$ cat config.mk
export PLATFORM = sky130hd
export DESIGN_NAME = keyword_lexer_top
export DESIGN_NICKNAME = d
export VERILOG_FILES = /design/src/sv/kwl_pkg.sv /design/src/sv/kwl_step.sv /design/src/sv/kwl_outbuf.sv /design/src/sv/keyword_lexer_top.sv
export SDC_FILE = /design/constraint.sdc
export NUM_CORES = 1
export LEC_CHECK = 0
export BUFFER_PORTS_ARGS = -buffer_cell sky130_fd_sc_hd__buf_2
export CORE_MARGIN = 3
export CORE_UTILIZATION = 38
export DETAILED_ROUTE_END_ITERATION = 10
export GPL_ROUTABILITY_DRIVEN = 0
export GPL_TIMING_DRIVEN = 0
export PLACE_DENSITY = 0.52
export SETUP_SLACK_MARGIN = 0.05
export SLEW_MARGIN = 30
export SYNTH_ARGS = -nofsm -noshare
export SYNTH_HDL_FRONTEND = slang
export SYNTH_HIERARCHICAL = 1
export SYNTH_SLANG_ARGS = --single-unit
$ cat constraint.sdc
create_clock -name clk -period 6.8 [get_ports clk]
set_input_delay 1.02 -clock clk [delete_from_list [all_inputs] [get_ports clk]]
set_output_delay 1.02 -clock clk [all_outputs]
set_load 0.05 [all_outputs]
$ cat src/sv/kwl_pkg.sv
// kwl_pkg: shared types, constants and character helpers for the keyword lexer
`default_nettype none

package kwl_pkg;

    localparam int LENGTH_BITS = 16;
    localparam int OFFSET_BITS = 32;
    localparam int KW_COUNT    = 8;
    localparam int OBUF_DEPTH  = 4;
    localparam int PTR_W       = $clog2(OBUF_DEPTH);

    typedef enum logic [3:0] {
        MODE_IDLE  = 4'd0,
        MODE_IDENT = 4'd1,
        MODE_LT    = 4'd2,
        MODE_GT    = 4'd3,
        MODE_BANG  = 4'd4,
        MODE_EQ    = 4'd5,
        MODE_DASH  = 4'd6,
        MODE_AMP   = 4'd7,
        MODE_BAR   = 4'd8
    } mode_t;

    typedef enum logic [5:0] {
        KIND_NUMBER    = 6'd0,
        KIND_FUN       = 6'd1,
        KIND_LET       = 6'd2,
        KIND_IN        = 6'd3,
        KIND_CASE      = 6'd4,
        KIND_OF        = 6'd5,
        KIND_END       = 6'd6,
        KIND_VAR       = 6'd7,
        KIND_TYPE      = 6'd8,
        KIND_UPPERID   = 6'd9,
        KIND_LOWERID   = 6'd10,
        KIND_LE        = 6'd11,
        KIND_LT        = 6'd12,
        KIND_GE        = 6'd13,
        KIND_GT        = 6'd14,
        KIND_NE        = 6'd15,
        KIND_NOT       = 6'd16,
        KIND_FAT_ARROW = 6'd17,
        KIND_EQ        = 6'd18,
        KIND_DEF       = 6'd19,
        KIND_LPAREN    = 6'd20,
        KIND_RPAREN    = 6'd21,
        KIND_COLON     = 6'd22,
        KIND_SEMICOLON = 6'd23,
        KIND_PLUS      = 6'd24,
        KIND_ARROW     = 6'd25,
        KIND_MINUS     = 6'd26,
        KIND_MUL       = 6'd27,
        KIND_DIV       = 6'd28,
        KIND_MOD       = 6'd29,
        KIND_AND       = 6'd30,
        KIND_OR        = 6'd31,
        KIND_PIPE      = 6'd32,
        KIND_EOF       = 6'd33,
        KIND_ERR       = 6'd34
    } kind_t;

    typedef struct packed {
        logic [7:0] in_byte;
        logic       end_of_text;
    } char_beat_t;

    typedef struct packed {
        logic [5:0]  token_kind;
        logic [31:0] token_offset;
        logic [15:0] token_size;
        logic        last_of_run;
    } token_t;

    typedef struct packed {
        mode_t                  mode;
        logic                   digits_only;
        logic                   upper_first;
        logic [KW_COUNT-1:0]    kw_alive;
        logic [LENGTH_BITS-1:0] pend_len;
        logic [OFFSET_BITS-1:0] pend_start;
        logic [OFFSET_BITS-1:0] byte_pos;
        logic                   stopped;
    } lex_state_t;

    typedef struct packed {
        logic   v0;
        logic   v1;
        token_t t0;
        token_t t1;
    } tok_pair_t;

    localparam lex_state_t LEX_RESET = '{
        mode:        MODE_IDLE,
        digits_only: 1'b1,
        upper_first: 1'b0,
        kw_alive:    '1,
        pend_len:    '0,
        pend_start:  '0,
        byte_pos:    '0,
        stopped:     1'b0
    };

    function automatic logic decimal_digit(input logic [7:0] c);
        return (c >= "0") && (c <= "9");
    endfunction

    function automatic logic capital_letter(input logic [7:0] c);
        return (c >= "A") && (c <= "Z");
    endfunction

    function automatic logic name_char(input logic [7:0] c);
        return (c == "_") || decimal_digit(c) || capital_letter(c)
               || ((c >= "a") && (c <= "z"));
    endfunction

    function automatic logic is_space(input logic [7:0] c);
        return (c == 8'h20) || (c == 8'h09) || (c == 8'h0d) || (c == 8'h0a);
    endfunction

    // keyword text, first character in the top byte
    function automatic logic [31:0] kw_text(input logic [2:0] k);
        logic [31:0] w;
        unique case (k)
            3'd0:    w = {"f", "u", "n", 8'h00};
            3'd1:    w = {"l", "e", "t", 8'h00};
            3'd2:    w = {"i", "n", 8'h00, 8'h00};
            3'd3:    w = {"c", "a", "s", "e"};
            3'd4:    w = {"o", "f", 8'h00, 8'h00};
            3'd5:    w = {"e", "n", "d", 8'h00};
            3'd6:    w = {"v", "a", "r", 8'h00};
            3'd7:    w = {"t", "y", "p", "e"};
            default: w = '0;
        endcase
        return w;
    endfunction

    function automatic logic [2:0] kw_len(input logic [2:0] k);
        logic [2:0] n;
        unique case (k)
            3'd2, 3'd4: n = 3'd2;
            3'd3, 3'd7: n = 3'd4;
            default:    n = 3'd3;
        endcase
        return n;
    endfunction

    function automatic logic [7:0] kw_char(input logic [2:0] k, input logic [1:0] idx);
        logic [31:0] w;
        w = kw_text(k);
        return w[31 - 8 * idx -: 8];
    endfunction

endpackage

`default_nettype wire

$ cat src/sv/kwl_step.sv
// kwl_step: next lexer state and up to two tokens for one input beat
`default_nettype none

module kwl_step (
    input  wire kwl_pkg::lex_state_t cur,
    input  wire kwl_pkg::char_beat_t beat,
    output kwl_pkg::lex_state_t      nxt,
    output kwl_pkg::tok_pair_t       res
);

    function automatic kwl_pkg::lex_state_t add_char(input kwl_pkg::lex_state_t s,
                                                     input logic [7:0] c);
        kwl_pkg::lex_state_t r;
        r = s;
        if (s.pend_len == '0)
        begin
            r.upper_first = kwl_pkg::capital_letter(c);
        end
        if (!kwl_pkg::decimal_digit(c))
        begin
            r.digits_only = 1'b0;
        end
        for (int k = 0; k < kwl_pkg::KW_COUNT; k++)
        begin
            if ((s.pend_len >= kwl_pkg::LENGTH_BITS'(kwl_pkg::kw_len(3'(k))))
                || (kwl_pkg::kw_char(3'(k), s.pend_len[1:0]) != c))
            begin
                r.kw_alive[k] = 1'b0;
            end
        end
        if (s.pend_len != '1)
        begin
            r.pend_len = s.pend_len + 1'b1;
        end
        return r;
    endfunction

    function automatic kwl_pkg::kind_t ident_kind(input kwl_pkg::lex_state_t s);
        kwl_pkg::kind_t kd;
        kd = s.upper_first ? kwl_pkg::KIND_UPPERID : kwl_pkg::KIND_LOWERID;
        for (int k = kwl_pkg::KW_COUNT - 1; k >= 0; k--)
        begin
            if (s.kw_alive[k]
                && (s.pend_len == kwl_pkg::LENGTH_BITS'(kwl_pkg::kw_len(3'(k)))))
            begin
                kd = kwl_pkg::kind_t'(6'(k + 1));
            end
        end
        if (s.digits_only)
        begin
            kd = kwl_pkg::KIND_NUMBER;
        end
        return kd;
    endfunction

    function automatic kwl_pkg::kind_t single_kind(input kwl_pkg::mode_t m);
        kwl_pkg::kind_t kd;
        unique case (m)
            kwl_pkg::MODE_LT:   kd = kwl_pkg::KIND_LT;
            kwl_pkg::MODE_GT:   kd = kwl_pkg::KIND_GT;
            kwl_pkg::MODE_BANG: kd = kwl_pkg::KIND_NOT;
            kwl_pkg::MODE_EQ:   kd = kwl_pkg::KIND_DEF;
            kwl_pkg::MODE_DASH: kd = kwl_pkg::KIND_MINUS;
            kwl_pkg::MODE_BAR:  kd = kwl_pkg::KIND_PIPE;
            default:            kd = kwl_pkg::KIND_ERR;
        endcase
        return kd;
    endfunction

    function automatic kwl_pkg::kind_t pair_kind(input kwl_pkg::mode_t m,
                                                 input logic [7:0] c);
        kwl_pkg::kind_t kd;
        priority if (m == kwl_pkg::MODE_LT && c == "=")
            kd = kwl_pkg::KIND_LE;
        else if (m == kwl_pkg::MODE_GT && c == "=")
            kd = kwl_pkg::KIND_GE;
        else if (m == kwl_pkg::MODE_BANG && c == "=")
            kd = kwl_pkg::KIND_NE;
        else if (m == kwl_pkg::MODE_EQ && c == ">")
            kd = kwl_pkg::KIND_FAT_ARROW;
        else if (m == kwl_pkg::MODE_EQ && c == "=")
            kd = kwl_pkg::KIND_EQ;
        else if (m == kwl_pkg::MODE_DASH && c == ">")
            kd = kwl_pkg::KIND_ARROW;
        else if (m == kwl_pkg::MODE_AMP && c == "&")
            kd = kwl_pkg::KIND_AND;
        else if (m == kwl_pkg::MODE_BAR && c == "|")
            kd = kwl_pkg::KIND_OR;
        else
            kd = kwl_pkg::KIND_ERR;
        return kd;
    endfunction

    logic [7:0]                      c;
    logic [kwl_pkg::OFFSET_BITS-1:0] pos;
    kwl_pkg::lex_state_t             st0;
    kwl_pkg::lex_state_t             fr_st;
    logic                            fr_v;
    kwl_pkg::kind_t                  fr_kind;
    kwl_pkg::kind_t                  pk;
    logic                            first_v;
    logic                            second_v;
    kwl_pkg::token_t                 first_tok;
    kwl_pkg::token_t                 second_tok;
    kwl_pkg::token_t                 fr_tok;

    assign c   = beat.in_byte;
    assign pos = cur.byte_pos;
    assign pk  = pair_kind(cur.mode, c);

    // byte taken from the idle mode
    always_comb
    begin
        st0             = cur;
        st0.mode        = kwl_pkg::MODE_IDENT;
        st0.digits_only = 1'b1;
        st0.upper_first = 1'b0;
        st0.kw_alive    = '1;
        st0.pend_len    = '0;
        st0.pend_start  = pos;
        fr_st           = cur;
        fr_st.mode      = kwl_pkg::MODE_IDLE;
        fr_v            = 1'b0;
        fr_kind         = kwl_pkg::KIND_ERR;
        if (kwl_pkg::is_space(c))
        begin
            fr_v = 1'b0;
        end
        else if (kwl_pkg::name_char(c))
        begin
            fr_st = add_char(st0, c);
        end
        else
        begin
            fr_st.pend_start = pos;
            unique case (c)
                "<":     fr_st.mode = kwl_pkg::MODE_LT;
                ">":     fr_st.mode = kwl_pkg::MODE_GT;
                "!":     fr_st.mode = kwl_pkg::MODE_BANG;
                "=":     fr_st.mode = kwl_pkg::MODE_EQ;
                "-":     fr_st.mode = kwl_pkg::MODE_DASH;
                "&":     fr_st.mode = kwl_pkg::MODE_AMP;
                "|":     fr_st.mode = kwl_pkg::MODE_BAR;
                "(":     begin fr_v = 1'b1; fr_kind = kwl_pkg::KIND_LPAREN;    end
                ")":     begin fr_v = 1'b1; fr_kind = kwl_pkg::KIND_RPAREN;    end
                ":":     begin fr_v = 1'b1; fr_kind = kwl_pkg::KIND_COLON;     end
                ";":     begin fr_v = 1'b1; fr_kind = kwl_pkg::KIND_SEMICOLON; end
                "+":     begin fr_v = 1'b1; fr_kind = kwl_pkg::KIND_PLUS;      end
                "*":     begin fr_v = 1'b1; fr_kind = kwl_pkg::KIND_MUL;       end
                "/":     begin fr_v = 1'b1; fr_kind = kwl_pkg::KIND_DIV;       end
                "%":     begin fr_v = 1'b1; fr_kind = kwl_pkg::KIND_MOD;       end
                default:
                begin
                    fr_v          = 1'b1;
                    fr_kind       = kwl_pkg::KIND_ERR;
                    fr_st.stopped = 1'b1;
                end
            endcase
        end
        fr_tok = '{token_kind: fr_kind, token_offset: pos, token_size: 16'd1,
                   last_of_run: 1'b0};
    end

    always_comb
    begin
        nxt        = cur;
        first_v    = 1'b0;
        second_v   = 1'b0;
        first_tok  = '{token_kind: ident_kind(cur), token_offset: cur.pend_start,
                       token_size: cur.pend_len, last_of_run: 1'b0};
        second_tok = fr_tok;
        if (cur.stopped)
        begin
            nxt = cur;
        end
        else if (beat.end_of_text)
        begin
            if (cur.mode == kwl_pkg::MODE_IDENT)
            begin
                first_v = 1'b1;
            end
            else if (cur.mode == kwl_pkg::MODE_AMP)
            begin
                first_v   = 1'b1;
                first_tok = '{token_kind: kwl_pkg::KIND_ERR, token_offset: pos,
                              token_size: 16'd0, last_of_run: 1'b0};
            end
            else if (cur.mode != kwl_pkg::MODE_IDLE)
            begin
                first_v   = 1'b1;
                first_tok = '{token_kind: single_kind(cur.mode), token_offset: cur.pend_start,
                              token_size: 16'd1, last_of_run: 1'b0};
            end
            second_v    = (cur.mode != kwl_pkg::MODE_AMP);
            second_tok  = '{token_kind: kwl_pkg::KIND_EOF, token_offset: pos,
                            token_size: 16'd0, last_of_run: 1'b0};
            nxt.mode    = kwl_pkg::MODE_IDLE;
            nxt.stopped = 1'b1;
        end
        else
        begin
            if (cur.mode == kwl_pkg::MODE_IDENT)
            begin
                if (kwl_pkg::name_char(c))
                begin
                    nxt = add_char(cur, c);
                end
                else
                begin
                    first_v  = 1'b1;
                    nxt      = fr_st;
                    second_v = fr_v;
                end
            end
            else if (cur.mode != kwl_pkg::MODE_IDLE)
            begin
                if (pk != kwl_pkg::KIND_ERR)
                begin
                    first_v   = 1'b1;
                    first_tok = '{token_kind: pk, token_offset: cur.pend_start,
                                  token_size: 16'd2, last_of_run: 1'b0};
                    nxt.mode  = kwl_pkg::MODE_IDLE;
                end
                else if (cur.mode == kwl_pkg::MODE_AMP)
                begin
                    first_v     = 1'b1;
                    first_tok   = '{token_kind: kwl_pkg::KIND_ERR, token_offset: pos,
                                    token_size: 16'd1, last_of_run: 1'b0};
                    nxt.mode    = kwl_pkg::MODE_IDLE;
                    nxt.stopped = 1'b1;
                end
                else
                begin
                    first_v   = 1'b1;
                    first_tok = '{token_kind: single_kind(cur.mode),
                                  token_offset: cur.pend_start,
                                  token_size: 16'd1, last_of_run: 1'b0};
                    nxt       = fr_st;
                    second_v  = fr_v;
                end
            end
            else
            begin
                nxt      = fr_st;
                second_v = fr_v;
            end
            nxt.byte_pos = pos + 1'b1;
        end
    end

    // pack results into the low slot first
    always_comb
    begin
        res.v0             = first_v | second_v;
        res.v1             = first_v & second_v;
        res.t0             = first_v ? first_tok : second_tok;
        res.t0.last_of_run = !(first_v & second_v);
        res.t1             = second_tok;
        res.t1.last_of_run = 1'b1;
    end

endmodule

`default_nettype wire

$ cat src/sv/kwl_outbuf.sv
// kwl_outbuf: small token queue taking up to two tokens per cycle
`default_nettype none

module kwl_outbuf (
    input  wire                      clk,
    input  wire                      rst_n,
    input  wire                      push_en,
    input  wire kwl_pkg::tok_pair_t  push,
    output logic                     room,
    output logic [kwl_pkg::PTR_W:0]  level,
    output logic                     tok_valid,
    input  wire                      tok_ready,
    output kwl_pkg::token_t          tok_data
);

    kwl_pkg::token_t              mem [kwl_pkg::OBUF_DEPTH];
    logic [kwl_pkg::PTR_W-1:0]    wr_ptr_reg;
    logic [kwl_pkg::PTR_W-1:0]    wr_ptr_next;
    logic [kwl_pkg::PTR_W-1:0]    rd_ptr_reg;
    logic [kwl_pkg::PTR_W-1:0]    rd_ptr_next;
    logic [kwl_pkg::PTR_W:0]      count_reg;
    logic [kwl_pkg::PTR_W:0]      count_next;
    logic [kwl_pkg::PTR_W:0]      n_push;
    logic                         pop;

    assign tok_valid = (count_reg != '0);
    assign tok_data  = mem[rd_ptr_reg];
    assign pop       = tok_valid & tok_ready;
    assign room      = (count_reg <= (kwl_pkg::PTR_W+1)'(kwl_pkg::OBUF_DEPTH - 2));
    assign level     = count_reg;

    always_comb
    begin
        n_push      = push_en ? ((kwl_pkg::PTR_W+1)'(push.v0)
                                 + (kwl_pkg::PTR_W+1)'(push.v1)) : '0;
        wr_ptr_next = wr_ptr_reg + n_push[kwl_pkg::PTR_W-1:0];
        rd_ptr_next = rd_ptr_reg + kwl_pkg::PTR_W'(pop);
        count_next  = count_reg + n_push - (kwl_pkg::PTR_W+1)'(pop);
    end

    always_ff @(posedge clk)
    begin
        if (push_en && push.v0)
        begin
            mem[wr_ptr_reg] <= push.t0;
        end
        if (push_en && push.v1)
        begin
            mem[wr_ptr_reg + kwl_pkg::PTR_W'(1)] <= push.t1;
        end
    end

    always_ff @(posedge clk or negedge rst_n)
    begin
        if (!rst_n)
        begin
            wr_ptr_reg <= '0;
            rd_ptr_reg <= '0;
            count_reg  <= '0;
        end
        else
        begin
            wr_ptr_reg <= wr_ptr_next;
            rd_ptr_reg <= rd_ptr_next;
            count_reg  <= count_next;
        end
    end

endmodule

`default_nettype wire

$ cat src/sv/keyword_lexer_top.sv
// keyword_lexer_top: byte-serial lexer giving kind, offset and size per token
// tokens: each token is registered into the queue when the beat that closes it is accepted
// throughput: one byte per cycle while char_ready is high; a beat may add two tokens to a four-entry queue
// char_ready drops while more than two tokens wait in that queue
// reset: asynchronous; lexer idle at offset zero, queue empty
`default_nettype none

module keyword_lexer_top (
    input  wire                      clk,
    input  wire                      rst_n,
    input  wire                      char_valid,
    output logic                     char_ready,
    input  wire kwl_pkg::char_beat_t char_data,
    output logic                     tok_valid,
    input  wire                      tok_ready,
    output kwl_pkg::token_t          tok_data
);

    kwl_pkg::lex_state_t     state_reg;
    kwl_pkg::lex_state_t     state_next;
    kwl_pkg::tok_pair_t      res;
    logic                    accept;
    logic                    room;
    logic [kwl_pkg::PTR_W:0] level;

    assign char_ready = room;
    assign accept     = char_valid & char_ready;

    kwl_step u_step (
        .cur  (state_reg),
        .beat (char_data),
        .nxt  (state_next),
        .res  (res)
    );

    kwl_outbuf u_outbuf (
        .clk       (clk),
        .rst_n     (rst_n),
        .push_en   (accept),
        .push      (res),
        .room      (room),
        .level     (level),
        .tok_valid (tok_valid),
        .tok_ready (tok_ready),
        .tok_data  (tok_data)
    );

    always_ff @(posedge clk or negedge rst_n)
    begin
        if (!rst_n)
        begin
            state_reg <= kwl_pkg::LEX_RESET;
        end
        else if (accept)
        begin
            state_reg <= state_next;
        end
    end

    a_level: assert property (@(posedge clk) disable iff (!rst_n)
        level <= (kwl_pkg::PTR_W+1)'(kwl_pkg::OBUF_DEPTH))
        else $error("token queue overflow");

    a_quiet: assert property (@(posedge clk) disable iff (!rst_n)
        (accept && state_reg.stopped) |-> !res.v0)
        else $error("token produced after stop");

    a_sticky: assert property (@(posedge clk) disable iff (!rst_n)
        state_reg.stopped |=> state_reg.stopped)
        else $error("stop flag cleared without reset");

    a_pos: assert property (@(posedge clk) disable iff (!rst_n)
        (accept && !state_reg.stopped && !char_data.end_of_text) |=>
        (state_reg.byte_pos == $past(state_reg.byte_pos) + 1'b1))
        else $error("byte offset did not advance");

    a_pack: assert property (@(posedge clk) disable iff (!rst_n)
        res.v1 |-> res.v0)
        else $error("second token without first");

endmodule

`default_nettype wire

Yosys cells after proc, flatten, opt, wreduce, memory -nomap -nowiden

Memory sizes are Yosys's and may differ from the RTL's.
Index checks and enable logic that the tools add are counted.
Widths: inputs -> output; s select.

Register bits after elaboration: 102
Bits in writable memories: 220
Logic and storage cells: 331
Memories kept: 1

Memories:

| memory       | depth | bits a word | rd ports | clocked after Yosys merged registers in | write ports | RTL line         | source |
|---|---|---|---|---|---|---|---|
| u_outbuf.mem | 4     | 55          | 1        | 0                                       | 2           | kwl_outbuf.sv:16 | `kwl_pkg::token_t mem [kwl_pkg::OBUF_DEPTH];` |

$add $sub $neg: 9
Magnitude comparators: 13
Equality and inequality tests: 65
Shift operators: 8
Multiplexer cells: 148
Bitwise operators: 6
Reductions and logical operators: 63

Operator list:

| kind                  | count |
|---|---|
| $mux 32               | 40 |
| $mux 55               | 12 |
| $mux 95               | 4 |
| $shiftx 39x33->8      | 8 |
| $ne 8x8->1            | 16 |
| $eq 8x6->1 const B    | 15 |
| $mux 6                | 19 |
| $mux 91               | 1 |
| $mux 90               | 1 |
| $reduce_and 6->1      | 12 |
| $ge 16x3->1           | 3 |
| $mux 3                | 16 |
| $pmux 6 s8            | 1 |
| $mux 1                | 45 |
| $ne 3x3->1 const B    | 12 |
| $pmux 6 s6            | 1 |
| $add 32x1->32 const B | 1 |
| $eq 16x2->1 const B   | 2 |
| $pmux 4 s7            | 1 |
| $mux 26               | 1 |
| $eq 8x4->1 const B    | 3 |
| $logic_or 1x1->1      | 22 |
| $logic_and 1x1->1     | 21 |
| $add 16x1->16 const B | 1 |
| other kinds (37)      | 54 |

Logic depth before layout (Yosys ltp)

Word-level depth: 21
Depth in mapped cells: 16
Mapped depth without buffers: 14

By module

The synthesis kept the hierarchy.

By module, submodules not included:

| module            | instances | cells each | area an instance (µm²) | seq. area each (µm²) |
|---|---|---|---|---|
| kwl_outbuf        | 1         | 575        | 11,756.3               | 6,781.5 |
| kwl_step          | 1         | 687        | 4,762.1                | 0.0 |
| keyword_lexer_top | 1         | 202        | 3,744.8                | 2,388.5 |

Worst setup path after synthesis

Ideal clock, no wire load.

Path kind: input-to-reg
Start: in char_data[4] (netlist name)
End: mem u_outbuf/mem[1][0] (netlist name) (enable)
Arrival: 7,295 ps
Path slack: -1,042 ps
Stages: 9
Path buffers: 1
Cell sequence: buf_2 > or4_1 > nor3b_1 > a41o_2 > nor4b_4 > nor2_1 > nor2_1 > mux2i_1 > nor3b_1

RTL lines:

| what            | RTL line                | source |
|---|---|---|
| start, declared | keyword_lexer_top.sv:13 | `input wire kwl_pkg::char_beat_t char_data,` |
| end, declared   | kwl_outbuf.sv:16        |  |

==> flow_summary.json <==
{
  "skew_ns": 0.0242,
  "p_leak_uw": 0.00940,
  "async_flop_share": 0.317,
  "cpPeakStageDelay_ns": 0.76,
  "critical_path.startpoint": "char_data[8]",
  "dieHeight_um": 237,
  "ir_worst_vdd_uv": 334,
  "rrSetupSlack_ns": 2.19,
  "fin_util": 0.438,
  "dp_hpwl_mm": 35.4,
  "grt_max_degree": 59,
  "p_int_uw": 4170,
  "ctsLongestPathBuffers": 3,
  "worst_pin_slew_ns": 0.907,
  "holdBufCountCts": 0,
  "final-hold-violation-count": 0,
  "period_needed_ns": 4.83,
  "top_level_ports": 70,
  "drv_slew": 0,
  "required_ns": 7.24,
  "drive_gt1_frac": 0.436,
  "synth_edf_count": 220,
  "finalSetupViolCount": 0,
  "maxCapViolCount": 0,
  "r2r-start": "state_reg[91]",
  "num-fill-cells": 4801,
  "wirelength_mm": 50.9,
  "tritoncts": "built",
  "diodes": 0,
  "drt_first_pass_iters": 5,
  "first_global_vias": 12890,
  "synth_top_area_share": 0.326,
  "die_w_um": 237,
  "r2r_cells": 15,
  "syn_avg_cell_area_um2": 13.8,
  "final_common_cell": "edfxtp_1",
  "pwr-share-seq": 0.317,
  "fmax_ghz": 0.207,
  "viasPerCell": 5.49,
  "core_mm2": 0.0527,
  "r2r_end": "u_outbuf/level[2]",
  "cp-start-kind": "primary input",
  "worstSetupEndpointType": "register",
  "synthTopCellsByArea": "edfxtp_1 33%, mux2_4 16%, dfrtp_1 11%",
  "combPwrFrac": 0.398,
  "crit_slowest_cell": "or4b_2",
  "grt-ovfl-total": 0,
  "h-tree-depth": 2,
  "cts-root-buf": "clkbuf_16",
  "ant_nets": 0,
  "clock-sinks": 322,
  "critPathTopFamily": "simple AND/OR/NAND/NOR gates",
  "path_max_fanout": 10,
  "port_buffers": 64,
  "grt_usage": 0.180,
  "ys_seq_elements": 322,
  "crit_buf_inv": 4,
  "hold_ws_ns": 0.356,
  "wl_per_cell_um": 21.9,
  "cts_resized": 0,
  "crit_type": "in -> reg",
  "syn_to_final_growth_pct": 13.9,
  "pwr-share-clk": 0.285,
  "synth.distinct_cells": 90,
  "path_clk_slew_ns": 0.06,
  "netlist_area_mm2": 0.0203,
  "power_switching_uw": 2770,
  "netlist_instances": 1464,
  "via_count": 12732,
  "relSlewSlack": 0.387,
  "worst-endpoint-arrival_ns": 5.27,
  "dieArea_mm2": 0.0561,
  "largest_reg_flops": 220,
  "power_density_mw_per_mm2": 301,
  "clk_latency_ns": 0.56,
  "cts_made_buffers": 39,
  "drt_iter0_markers": 806,
  "start_util": 0.385,
  "antenna_found_initial": 0,
  "synth_ff_type": "edfxtp_1",
  "rsz0062_at_grt": "false",
  "cts_setup_buffers": 0,
  "mostFrequentLayoutCells": "220 x edfxtp_1, 219 x mux2_4, 160 x mux2_2",
  "hold_path.class": "in -> async",
  "num_rows": 84,
  "nets": 1625,
  "yosys_warnings": 6,
  "crit_chain": "buf_2, clkbuf_1, or4b_2, clkbuf_1, nor4_1, a41o_1, nor3_1, a32oi_1, nor2_1, ha_1, and2_1, xnor2_1, ha_1, inv_1, fa_1, xor2_1, xnor2_1",
  "grt_pass1_wl_mm": 79.1,
  "drcViolationCount": 0,
  "swShare": 0.399,
  "seq_area_frac_synth": 0.453,
  "post-route-period-util": 0.711,
  "status": "complete, no violations",
  "yosys.area.top_type": "edfxtp_1"
}
-- cell type report --
cell class              count  area (um2)  share of cell area
inverters                  17        63.8             0.00276
well taps                 688         861              0.0373
flip-flops and latches    322        9170               0.397
clock inverters            23         163             0.00705
clock buffers              48        1030              0.0446
plain buffers             153        1130              0.0489
multi-input cells         986        9990               0.433
repair buffers             83         674              0.0292
-- layer usage --
layer,vias up,part of all wire,global-route usage
li1,5869,-,-
met1,6480,0.46,0.254
met2,311,0.47,0.291
met3,72,0.048,0.0302
met4,0,0.023,0.0454
met5,-,0,0
-- metrics by stage --
step | setup slack [ns] | cells | TNS (ns) | area [um2] | total power [uW]
2_1_floorplan | 0.422 | 1478 | 0 | 20300 | 4380
3_3_place_gp | -2.98 | 2230 | -441.50 | 21500 | 5020
4_1_cts | 2.07 | 2320 | 0 | 23100 | 7040
6_report | 1.97 | 2320 | 0 | 23100 | 6940
3_5_place_dp | 1.50 | 2249 | 0 | 21900 | 5040
5_1_grt | 1.68 | 2320 | 0 | 23100 | 7230
-- power by group through the flow --
stage	clock network (uW)	logic [uW]	registers (uW)
floorplan	0	2160	2210
global placement	0	2790	2230
detailed placement	0	2800	2240
finish	1980	2760	2200
CTS	2040	2810	2200
global route	2110	2920	2210
-- cell families (layout without fill, tap and decap cells) --
kind of cell,Yosys count,in the layout,synth area share
AO/OA/AOI/OAI,167,167,0.0602
XOR/XNOR,52,52,0.0225
adder cells (fa/ha/maj),11,11,0.00704
buffers and inverters,170,324,0.0588
flip-flops,322,322,0.453
multiplexers,441,441,0.316
other,2,16,0.000371
AND/OR/NAND/NOR,299,299,0.0825
-- cell usage after synthesis, drive strengths merged, types with 5 or more instances --
cell and count:
mux2 383, edfxtp 220, buf 112, dfrtp 93, nand2 58, mux4 55, nor2 49, clkbuf 41
xnor2 34, and2 30, nand3 26, nor3 26, a21oi 23, a31oi 20, o21ai 19, xor2 18
inv 17, nand4 17, and3 15, nor2b 11, dfstp 9, ha 9, nand2b 8, o22ai 8
o2bb2ai 8, a32oi 7, nor3b 7, nor4 7, a22oi 6, nand4b 6, o2111ai 6, o31ai 6
or3 6, or4 6, a211oi 5, a21o 5, a41oi 5, and4 5, o211ai 5, or2 5
-- worst max-delay path by stage --
| stage | to | depth (start not counted) | slack [ns] |
|---|---|---|---|
| floorplan | u_outbuf/mem[0][0] | 9 | 0.42 |
| global placement | u_outbuf/mem[2][11] | 11 | -2.98 |
| detailed placement | u_outbuf/level[2] | 17 | 1.50 |
| CTS | u_outbuf/level[2] | 17 | 2.07 |
| global route | u_outbuf/level[2] | 17 | 1.68 |
| finish | u_outbuf/level[2] | 17 | 1.97 |
Power figures use the tool's default switching activity.
